==> config.mk <==
export PLATFORM = sky130hd
export DESIGN_NAME = mpsm_front
export DESIGN_NICKNAME = d
export VERILOG_FILES = /design/src/hdl/mpsm_pkg.sv /design/src/hdl/mpsm_front.sv
export SDC_FILE = /design/constraint.sdc
export NUM_CORES = 1
export LEC_CHECK = 0
export ABC_AREA = 1
export BUFFER_PORTS_ARGS = -buffer_cell sky130_fd_sc_hd__buf_2
export CAP_MARGIN = 25
export CORE_MARGIN = 8
export CORE_UTILIZATION = 59
export CTS_BUF_LIST = sky130_fd_sc_hd__clkbuf_8
export DETAILED_ROUTE_END_ITERATION = 12
export GPL_ROUTABILITY_DRIVEN = 0
export PLACE_DENSITY = 0.9
export SLEW_MARGIN = 20
export SYNTH_ARGS = -nofsm -noshare
export SYNTH_HDL_FRONTEND = slang
export SYNTH_SLANG_ARGS = --single-unit
==> constraint.sdc <==
create_clock -name clk -period 2.4 [get_ports clk]
set_input_delay 0.12 -clock clk [delete_from_list [all_inputs] [get_ports clk]]
set_output_delay 0.12 -clock clk [all_outputs]
set_load 0.02 [all_outputs]
==> src/hdl/mpsm_pkg.sv <==
// ----------------------------------------------------------------------------
// mpsm_pkg
// Shared codes, widths and beat types of the multi-pattern string matcher.
// ----------------------------------------------------------------------------
package mpsm_pkg;

  localparam int KIND_W = 3;
  localparam int SYM_W  = 8;
  localparam int LEN_W  = 7;
  localparam int POS_W  = 32;
  localparam int QUEUE_DEPTH = 4;

  localparam logic [KIND_W-1:0] KIND_PAT_SYM    = 3'd0;
  localparam logic [KIND_W-1:0] KIND_PAT_END    = 3'd1;
  localparam logic [KIND_W-1:0] KIND_BUILD      = 3'd2;
  localparam logic [KIND_W-1:0] KIND_TEXT_SYM   = 3'd3;
  localparam logic [KIND_W-1:0] KIND_TEXT_START = 3'd4;

  localparam logic RES_MATCH    = 1'b0;
  localparam logic RES_OVERFLOW = 1'b1;

  typedef struct packed {
    logic [KIND_W-1:0] op;
    logic [SYM_W-1:0]  sym;
  } cmd_t;

  typedef struct packed {
    logic             kind;
    logic [POS_W-1:0] end_index;
    logic [LEN_W-1:0] pattern_length;
    logic             last;
  } result_t;

endpackage

==> src/hdl/mpsm_front.sv <==
// ----------------------------------------------------------------------------
// mpsm_front
// Accepts input beats, drops reserved kinds, folds the symbol into the
// alphabet and queues the resulting commands for the engine.
// ----------------------------------------------------------------------------
module mpsm_front #(
  parameter int ALPHABET_SIZE = 256
) (
  input  logic                        clk,
  input  logic                        rst,
  input  logic                        push,
  output logic                        full,
  input  logic [mpsm_pkg::KIND_W-1:0] kind,
  input  logic [mpsm_pkg::SYM_W-1:0]  symbol,
  output logic                        cmd_valid,
  input  logic                        cmd_pop,
  output mpsm_pkg::cmd_t              cmd
);
  import mpsm_pkg::*;

  localparam int PW = $clog2(QUEUE_DEPTH);

  logic [SYM_W-1:0] sym_mod [256];
  cmd_t             slots [QUEUE_DEPTH];
  logic [PW-1:0]    wr_ptr;
  logic [PW-1:0]    rd_ptr;
  logic [PW:0]      count;
  logic             enq;
  logic             deq;

  for (genvar i = 0; i < 256; i++) begin : g_sym
    assign sym_mod[i] = SYM_W'(i % ALPHABET_SIZE);
  end

  assign full      = (count == (PW+1)'(QUEUE_DEPTH));
  assign cmd_valid = (count != '0);
  assign cmd       = slots[rd_ptr];
  assign enq       = push && !full && (kind <= KIND_TEXT_START);
  assign deq       = cmd_pop && cmd_valid;

  always_ff @(posedge clk) begin
    if (enq) begin
      slots[wr_ptr] <= '{op: kind, sym: sym_mod[symbol]};
    end
  end

  always_ff @(posedge clk) begin
    if (rst) begin
      wr_ptr <= '0;
      rd_ptr <= '0;
      count  <= '0;
    end else begin
      if (enq) wr_ptr <= wr_ptr + 1'b1;
      if (deq) rd_ptr <= rd_ptr + 1'b1;
      count <= count + (PW+1)'(enq) - (PW+1)'(deq);
    end
  end

endmodule

==> metrics.yaml <==
h-tree-depth: 2
ios: 28
synth_top_area_cell: "edfxtp_1"
clk_latency_ps: 300
crit_chain: "nor2_4 -> nand2_2 -> nand2_2 -> inv_2 -> ha_1 -> inv_1 -> ha_1 -> inv_1 -> fa_1 -> o21ai_0 -> a21oi_1"
worst-endpoint-arrival_ps: 2160
fillers: 254
rows: 22
synth_warnings: 0
placed_cells: 251
ys_ff_latch: 53
fp.dieH_um: 76.5
syn_inst: 177
p_per_area_nw_per_um2: 1030
synth_seq_area_share_pct: 69.6
cts-buffers-inserted: 5
maxSlewViolCount: 0
wl_mm: 3.81
synth_area_sq_um: 2160
finalCritPeriodShare_pct: 81.6
tritoncts: "built"
p_int_w: 0.00175
setup_viol: 0
share_clk_of_total_power_pct: 26.4
diodes: 0
vias: 1339
drc_errors: 0
dp_hpwl_mm: 2.54
antenna_found_initial: 0
hp-class: "input port to flip-flop"
via_per_inst: 5.15
setup_tns_ps: 0
endpoint_kind: "flip-flop"
core_area_sq_um: 3580
fin_nets: 233
holdWs_ps: 31.5
max_freq_mhz: 511
rsz0062_at_grt: "no"
synthTopCellsByArea: "edfxtp_1 61%, dfxtp_1 8.4%, nor2_1 5.6%, o21ai_0 4.2%, ha_1 3.5%"
cts-root-buf: "clkbuf_8"
critPathRequiredTime_ps: 2600
multiInputGateArea_sq_um: 548
relSlewSlack_pct: 71.0
power_w: 0.00258
area_growth_pct: 16.1
drive_gt1_share_pct: 23.6
peakVddDrop_v: 0.000831
grt_pass1_vias: 1397
period_minus_slack_ps: 1960
critPathLaunchType: "flip-flop"
syn_avg_cell_area_sq_um: 12.2
mostFrequentLayoutCells: "44 x edfxtp_1, 32 x nor2_1, 27 x buf_2"
grt_pass1_wl_mm: 6.24
path_buf_inv: 3
clk_pin_slew_ps: 90
p_sw_share_pct: 31.9
cp_max_fo: 4
initial_core_util_pct: 60.3
clk_path_buf_depth: 2
critPathTopFamily: "adder cells"
wl_per_cell_um: 14.7
track_usage_pct: 13.8
final_common_cell: "edfxtp_1"
synth_nets: 199
cts_num_sinks: 53
hold_viol_final: 0
fp.dieArea_sq_um: 5850
drv_cap: 0
ys_types: 22
finalNonFillerCells: 260
worst-slew-pin-transition_ps: 435
finClkSkew_ps: 6.01
status: "complete, no violations"
portBuffers: 27
ctsHoldBuffers: 1
leakagePower_nw: 0.978
final-seq-area_sq_um: 1500
critPathMaxStageDelay_ps: 380
critPathKind: "flip-flop to flip-flop"
initialDrtViolationCount: 136
postCtsSetupRepairBufs: 0
synthDominantCellAreaShare_pct: 61.3
critical_path.slowest_cell: "dfxtp_1"
cts_resized: 0
grt_max_degree: 23
first_pass_iters: 4
drtAntennaViolNets: 0
seqPwrFrac_pct: 45.5
fp.dieW_um: 76.5
comb_power_share_pct: 28.1
p_sw_w: 0.000822
grt_overflow: 0
-- state kept, by name (all words and copies together), names as in the netlist, named ones only --
signal / cells
count: 3
rd_ptr: 2
wr_ptr: 2
slots: 44
-- kinds of logic after synthesis --
| family | Yosys count | share of synthesized area, % |
|---|---|---|
| AND/OR/NAND/NOR | 52 | 11.0 |
| AO/OA/AOI/OAI | 38 | 9.98 |
| adder cells (fa/ha/maj) | 7 | 4.41 |
| buffers and inverters | 27 | 4.99 |
| flip-flops | 53 | 69.6 |
-- cell type report --
cell class	count	area share (%)
timing repair buffer	33	7.29
tap	48	2.40
multi-input combinational	97	21.9
clock inverter	3	2.60
inverter	21	3.15
clock buffer	5	2.75
sequential	53	59.9
-- final timing paths --
check                endpoint  depth (start not counted)  slack (ps)       from
hold / removal    slots[1][3]                          1          30  symbol[3]
setup reg to reg     count[2]                         11         440   count[1]
setup / recovery     count[2]                         11         440   count[1]
hold reg to reg     rd_ptr[1]                          2         500  rd_ptr[1]
-- layer usage --
layer  vias to the layer above  share of wire, %  track usage, %
li1                        676                 -               -
met1                       624                39            14.1
met2                        34                54            23.7
met3                         5               4.7            3.77
met4                         0               2.1            9.81
met5                         -                 0               0
-- per-stage QoR --
step,util [%],area [sq um],worst slack (ps)
after floorplan,-,2160,489
after global placement,66.0,2360,507
after detailed placement,66.0,2360,436
after CTS,70.0,2500,428
after global routing,70.0,2500,331
final,70.0,2500,442
-- power groups by stage --
| stage | Combinational (W) | Sequential (W) | Clock [W] |
|---|---|---|---|
| 2_1_floorplan | 0.000536 | 0.00116 | 0 |
| 3_3_place_gp | 0.000706 | 0.00119 | 0 |
| 3_5_place_dp | 0.000725 | 0.00119 | 0 |
| 4_1_cts | 0.000735 | 0.00117 | 0.000692 |
| 5_1_grt | 0.000811 | 0.00118 | 0.000728 |
| 6_report | 0.000723 | 0.00117 | 0.000681 |
-- cell usage after synthesis --
cell	n
edfxtp_1	44
nor2_1	32
inv_1	18
o21ai_0	18
nand2_1	11
o22ai_1	11
dfxtp_1	9
ha_1	6
o21ai_1	6
buf_2	5
inv_2	3
a21oi_1	2
nand2_2	2
nand4_1	2
clkbuf_1	1
fa_1	1
nand2_4	1
nand3_1	1
nand3_4	1
nor2_2	1
nor2_4	1
o21ai_4	1
No activity file was read; power rests on OpenSTA's default activity.
