### src/hdl/mpsm_pkg.sv
// ----------------------------------------------------------------------------
// mpsm_pkg
// Shared codes, widths and beat types of the multi-pattern string matcher.
// ----------------------------------------------------------------------------
package mpsm_pkg;

  localparam int KIND_W = 3;
  localparam int SYM_W  = 8;
  localparam int LEN_W  = 7;
  localparam int POS_W  = 32;
  localparam int QUEUE_DEPTH = 4;

  localparam logic [KIND_W-1:0] KIND_PAT_SYM    = 3'd0;
  localparam logic [KIND_W-1:0] KIND_PAT_END    = 3'd1;
  localparam logic [KIND_W-1:0] KIND_BUILD      = 3'd2;
  localparam logic [KIND_W-1:0] KIND_TEXT_SYM   = 3'd3;
  localparam logic [KIND_W-1:0] KIND_TEXT_START = 3'd4;

  localparam logic RES_MATCH    = 1'b0;
  localparam logic RES_OVERFLOW = 1'b1;

  typedef struct packed {
    logic [KIND_W-1:0] op;
    logic [SYM_W-1:0]  sym;
  } cmd_t;

  typedef struct packed {
    logic             kind;
    logic [POS_W-1:0] end_index;
    logic [LEN_W-1:0] pattern_length;
    logic             last;
  } result_t;

endpackage

### src/hdl/mpsm_result_fifo.sv
// ----------------------------------------------------------------------------
// mpsm_result_fifo
// Small result queue that decouples the engine from the receiver.
// ----------------------------------------------------------------------------
module mpsm_result_fifo (
  input  logic              clk,
  input  logic              rst,
  input  logic              wr,
  output logic              wr_full,
  input  mpsm_pkg::result_t wr_data,
  output logic              empty,
  input  logic              pop,
  output mpsm_pkg::result_t rd_data
);
  import mpsm_pkg::*;

  localparam int PW = $clog2(QUEUE_DEPTH);

  result_t       slots [QUEUE_DEPTH];
  logic [PW-1:0] wr_ptr;
  logic [PW-1:0] rd_ptr;
  logic [PW:0]   count;
  logic          enq;
  logic          deq;

  assign wr_full = (count == (PW+1)'(QUEUE_DEPTH));
  assign empty   = (count == '0);
  assign rd_data = slots[rd_ptr];
  assign enq     = wr && !wr_full;
  assign deq     = pop && !empty;

  always_ff @(posedge clk) begin
    if (enq) slots[wr_ptr] <= wr_data;
  end

  always_ff @(posedge clk) begin
    if (rst) begin
      wr_ptr <= '0;
      rd_ptr <= '0;
      count  <= '0;
    end else begin
      if (enq) wr_ptr <= wr_ptr + 1'b1;
      if (deq) rd_ptr <= rd_ptr + 1'b1;
      count <= count + (PW+1)'(enq) - (PW+1)'(deq);
    end
  end

endmodule

### config.mk
export PLATFORM = sky130hd
export DESIGN_NAME = mpsm_result_fifo
export DESIGN_NICKNAME = d
export VERILOG_FILES = /design/src/hdl/mpsm_pkg.sv /design/src/hdl/mpsm_result_fifo.sv
export SDC_FILE = /design/constraint.sdc
export NUM_CORES = 1
export LEC_CHECK = 0
export CORE_MARGIN = 2
export CORE_UTILIZATION = 40
export DETAILED_ROUTE_END_ITERATION = 6
export DONT_BUFFER_PORTS = 1
export MAX_ROUTING_LAYER = met4
export PLACE_DENSITY = 0.63
export SLEW_MARGIN = 10
export SYNTH_ARGS = -nofsm -noshare
export SYNTH_HDL_FRONTEND = slang
export SYNTH_SLANG_ARGS = --single-unit
### constraint.sdc
create_clock -name clk -period 2.63 [get_ports clk]
set_clock_uncertainty 0.1 [all_clocks]
set_input_delay 0.3945 -clock clk [delete_from_list [all_inputs] [get_ports clk]]
set_output_delay 0.3945 -clock clk [all_outputs]
set_load 0.02 [all_outputs]
==> impl_metrics.ini <==
[sta]
rsz0062_at_grt = false
setup_tns_ns = 0
drv_slew = 0
min_period_ns = 2.38
slew_headroom = 0.651
worstMarginPinSlew_ns = 0.521
holdWs_ns = 0.0515
post-route-period-util = 0.906
max_freq_mhz = 420
setup_viol = 0
finalHoldViolations = 0

[placement]
gp_congestion = 0.698
hpwlAfterDp_mm = 6.71
port-buffer-count = 0

[cells_and_area]
fin_nets = 379
area_delta_synth_final_pct = 21.4
diodes = 0
final_util = 0.495
drive_above_1_share = 0.256

[drt]
via_per_inst = 5.00
wl_per_cell_um = 19.8
drtIter0Drc = 175
routed_wl_mm = 11.0
ant_nets = 0
first_pass_iters = 4
post-route-drc-count = 0
num_vias = 2782

[power]
leakage_nw = 2.49
powerDensity_mw_per_mm2 = 985
ir_drop_mv = 0.495

[floorplan]
fp.dieW_um = 131
die_h_um = 131
die_area_mm2 = 0.0172
core-area_mm2 = 0.0158
initial_core_util = 0.407
io_pins = 88
rows = 46

[global_routing]
grt.total_usage = 0.140
grt_max_degree = 42
grt_overflow = 0
antenna_found_initial = 0
grt_pass1_vias = 2873
grt_pass1_wl_mm = 16.3

[critical_path]
endpoint_kind = output port
r2r_start = count[1]$_SDFF_PP0_
critPathLaunchType = flip-flop
r2r_end = count[2]$_SDFF_PP0_
critPathRequiredTime_ns = 2.14
path_buf_inv = 1
crit_arrival_ns = 1.89
rr_worst_depth = 9
crit_slowest_cell = mux4_2
worstPathMaxFanout = 17
path_cells = buf_4 > mux4_2
critical_path.top_delay_family = multiplexers
reg2reg_slack_ns = 0.37
slowest_delay_ns = 0.61
critical_path_class = flip-flop to output port

[cts]
cts-buffers-inserted = 17
clockBufferDepth = 2
clk_pin_slew_ns = 0.06
cts_max_level = 4
cts_root_buf = clkbuf_16
tritoncts = built
cts.sink_count = 173
clock_latency_ns = 0.42
cts_setup_buffers = 0

[min_path]
min_delay_path_depth = 2
hold_path_class = primary input to flip-flop
holdCritStartpoint = rst
whs_endpoint = wr_ptr[1]$_SDFFE_PP0P_

[synth]
yosysSeqAreaShare = 0.792
avgSynthCellArea_um2 = 24.2
yosysUniqueCellTypes = 26
yosys_warnings = 0
syn_inst = 266
synth_seq_cells = 173
postSynthNetCount = 318
syn_area_mm2 = 0.00645

[outcome]
status = finished, final reports clean

[flow_run]
maxCapViolations = 0
## area by class of cell
class                   instances  area [µm²]
flip-flops and latches        173        5110
fillers                      1256        8000
multi-input cells              74        1200
repair buffers                 53         591
inverters                       8        30.0
well taps                     216         270
clock buffers                  19         433
clock inverters                13         196
## synthesized netlist by cell type
library cell  instances  area, µm²
clkbuf_1              1       3.75
xnor2_1               2       17.5
buf_12                4       80.1
and2_1                4       25.0
buf_2                 4       20.0
edfxtp_1            164       4920
xor2_1                1       8.76
o21ai_0               2       10.0
mux4_1                1       26.3
nor3_2                1       10.0
buf_1                 1       3.75
inv_1                 8       30.0
or3_1                 2       12.5
dfxtp_1               9        180
o31ai_2               1       12.5
mux2i_1               1       10.0
nand2b_1              2       12.5
a21oi_1               2       10.0
nand2_1               1       3.75
nor3b_2               1       12.5
mux4_2               40        901
fa_1                  1       20.0
ha_1                  6       75.1
buf_6                 1       11.3
nor2b_1               2       12.5
nor2_1                4       15.0
## stage by stage
step	power [mW]	worst slack (ns)	instances	cell area [µm²]
2_1_floorplan	4.84	0.296	266	6450
3_3_place_gp	5.09	0.488	482	6780
3_5_place_dp	5.13	0.370	482	6780
4_1_cts	7.84	0.172	556	7830
5_1_grt	8.04	0.136	556	7830
6_report	7.71	0.248	556	7830
## repair_timing
item	in CTS	in global routing
endpoints found under the hold margin	172	0
gates resized for setup	0	0
endpoints found under the setup margin	0	0
hold buffers	42	0
## cell families (layout without fill, tap and decap cells)
| family | Yosys count | count (layout) | synth area share |
|---|---|---|---|
| multiplexers | 42 | 42 | 0.145 |
| AND/OR/NAND/NOR | 17 | 17 | 0.0161 |
| adder cells (fa/ha/maj) | 7 | 7 | 0.0147 |
| XOR/XNOR | 3 | 3 | 0.00408 |
| AO/OA/AOI/OAI | 5 | 5 | 0.00504 |
| flip-flops | 173 | 173 | 0.792 |
| buffers and inverters | 19 | 93 | 0.0231 |
## state kept, by name, summed over array words and instances (netlist names), named ones only
| register | cells |
|---|---|
| rd_ptr | 2 |
| slots | 164 |
| wr_ptr | 2 |
| count | 3 |
## worst max-delay path by stage
stage                                    from               endpoint  slack (ns)  depth (start not counted)
after detailed placement  count[1]$_SDFF_PP0_    count[2]$_SDFF_PP0_        0.37                          9
after CTS                           flip-flop             rd_data[6]        0.17                          2
final                               flip-flop             rd_data[6]        0.25                          2
after floorplan           count[1]$_SDFF_PP0_  slots[2][0]$_DFFE_PP_        0.30                          3
after global routing                flip-flop             rd_data[6]        0.14                          2
after global placement    count[1]$_SDFF_PP0_    count[2]$_SDFF_PP0_        0.49                          9
## layout by cell type (no fill, tap or decap)
cell type,count
or3_1,2
clkinvlp_4,4
mux4_2,40
xnor2_1,2
nor2b_1,2
clkinv_2,1
nand2b_1,2
bufinv_16,5
o21ai_0,2
dfxtp_2,1
nand2_1,1
ha_1,6
dfxtp_4,1
clkbuf_16,17
nor2_1,4
mux2i_1,1
dfxtp_1,7
fa_1,1
dlygate4sd3_1,42
and2_2,4
xor2_1,1
a21oi_1,2
inv_1,8
clkbuf_1,2
edfxtp_1,164
nor3_2,1
buf_12,7
buf_4,4
nor3b_2,1
clkinv_1,3
o31ai_2,1
mux4_1,1
## power breakdown
part / switching (mW) / leakage (nW) / internal, mW
registers: 0.161 / 1.58 / 3.32
logic: 0.934 / 0.620 / 0.676
clock network: 0.952 / 0.292 / 1.67
total: 2.05 / 2.49 / 5.66
## metal layers
| layer | GRT usage | wire [µm] |
|---|---|---|
| met5 | - | 0 |
| met3 | 0.0533 | 705 |
| met4 | 0.0601 | 204 |
| met2 | 0.199 | 5200 |
| met1 | 0.180 | 4920 |
No activity file was read; power rests on OpenSTA's default activity.
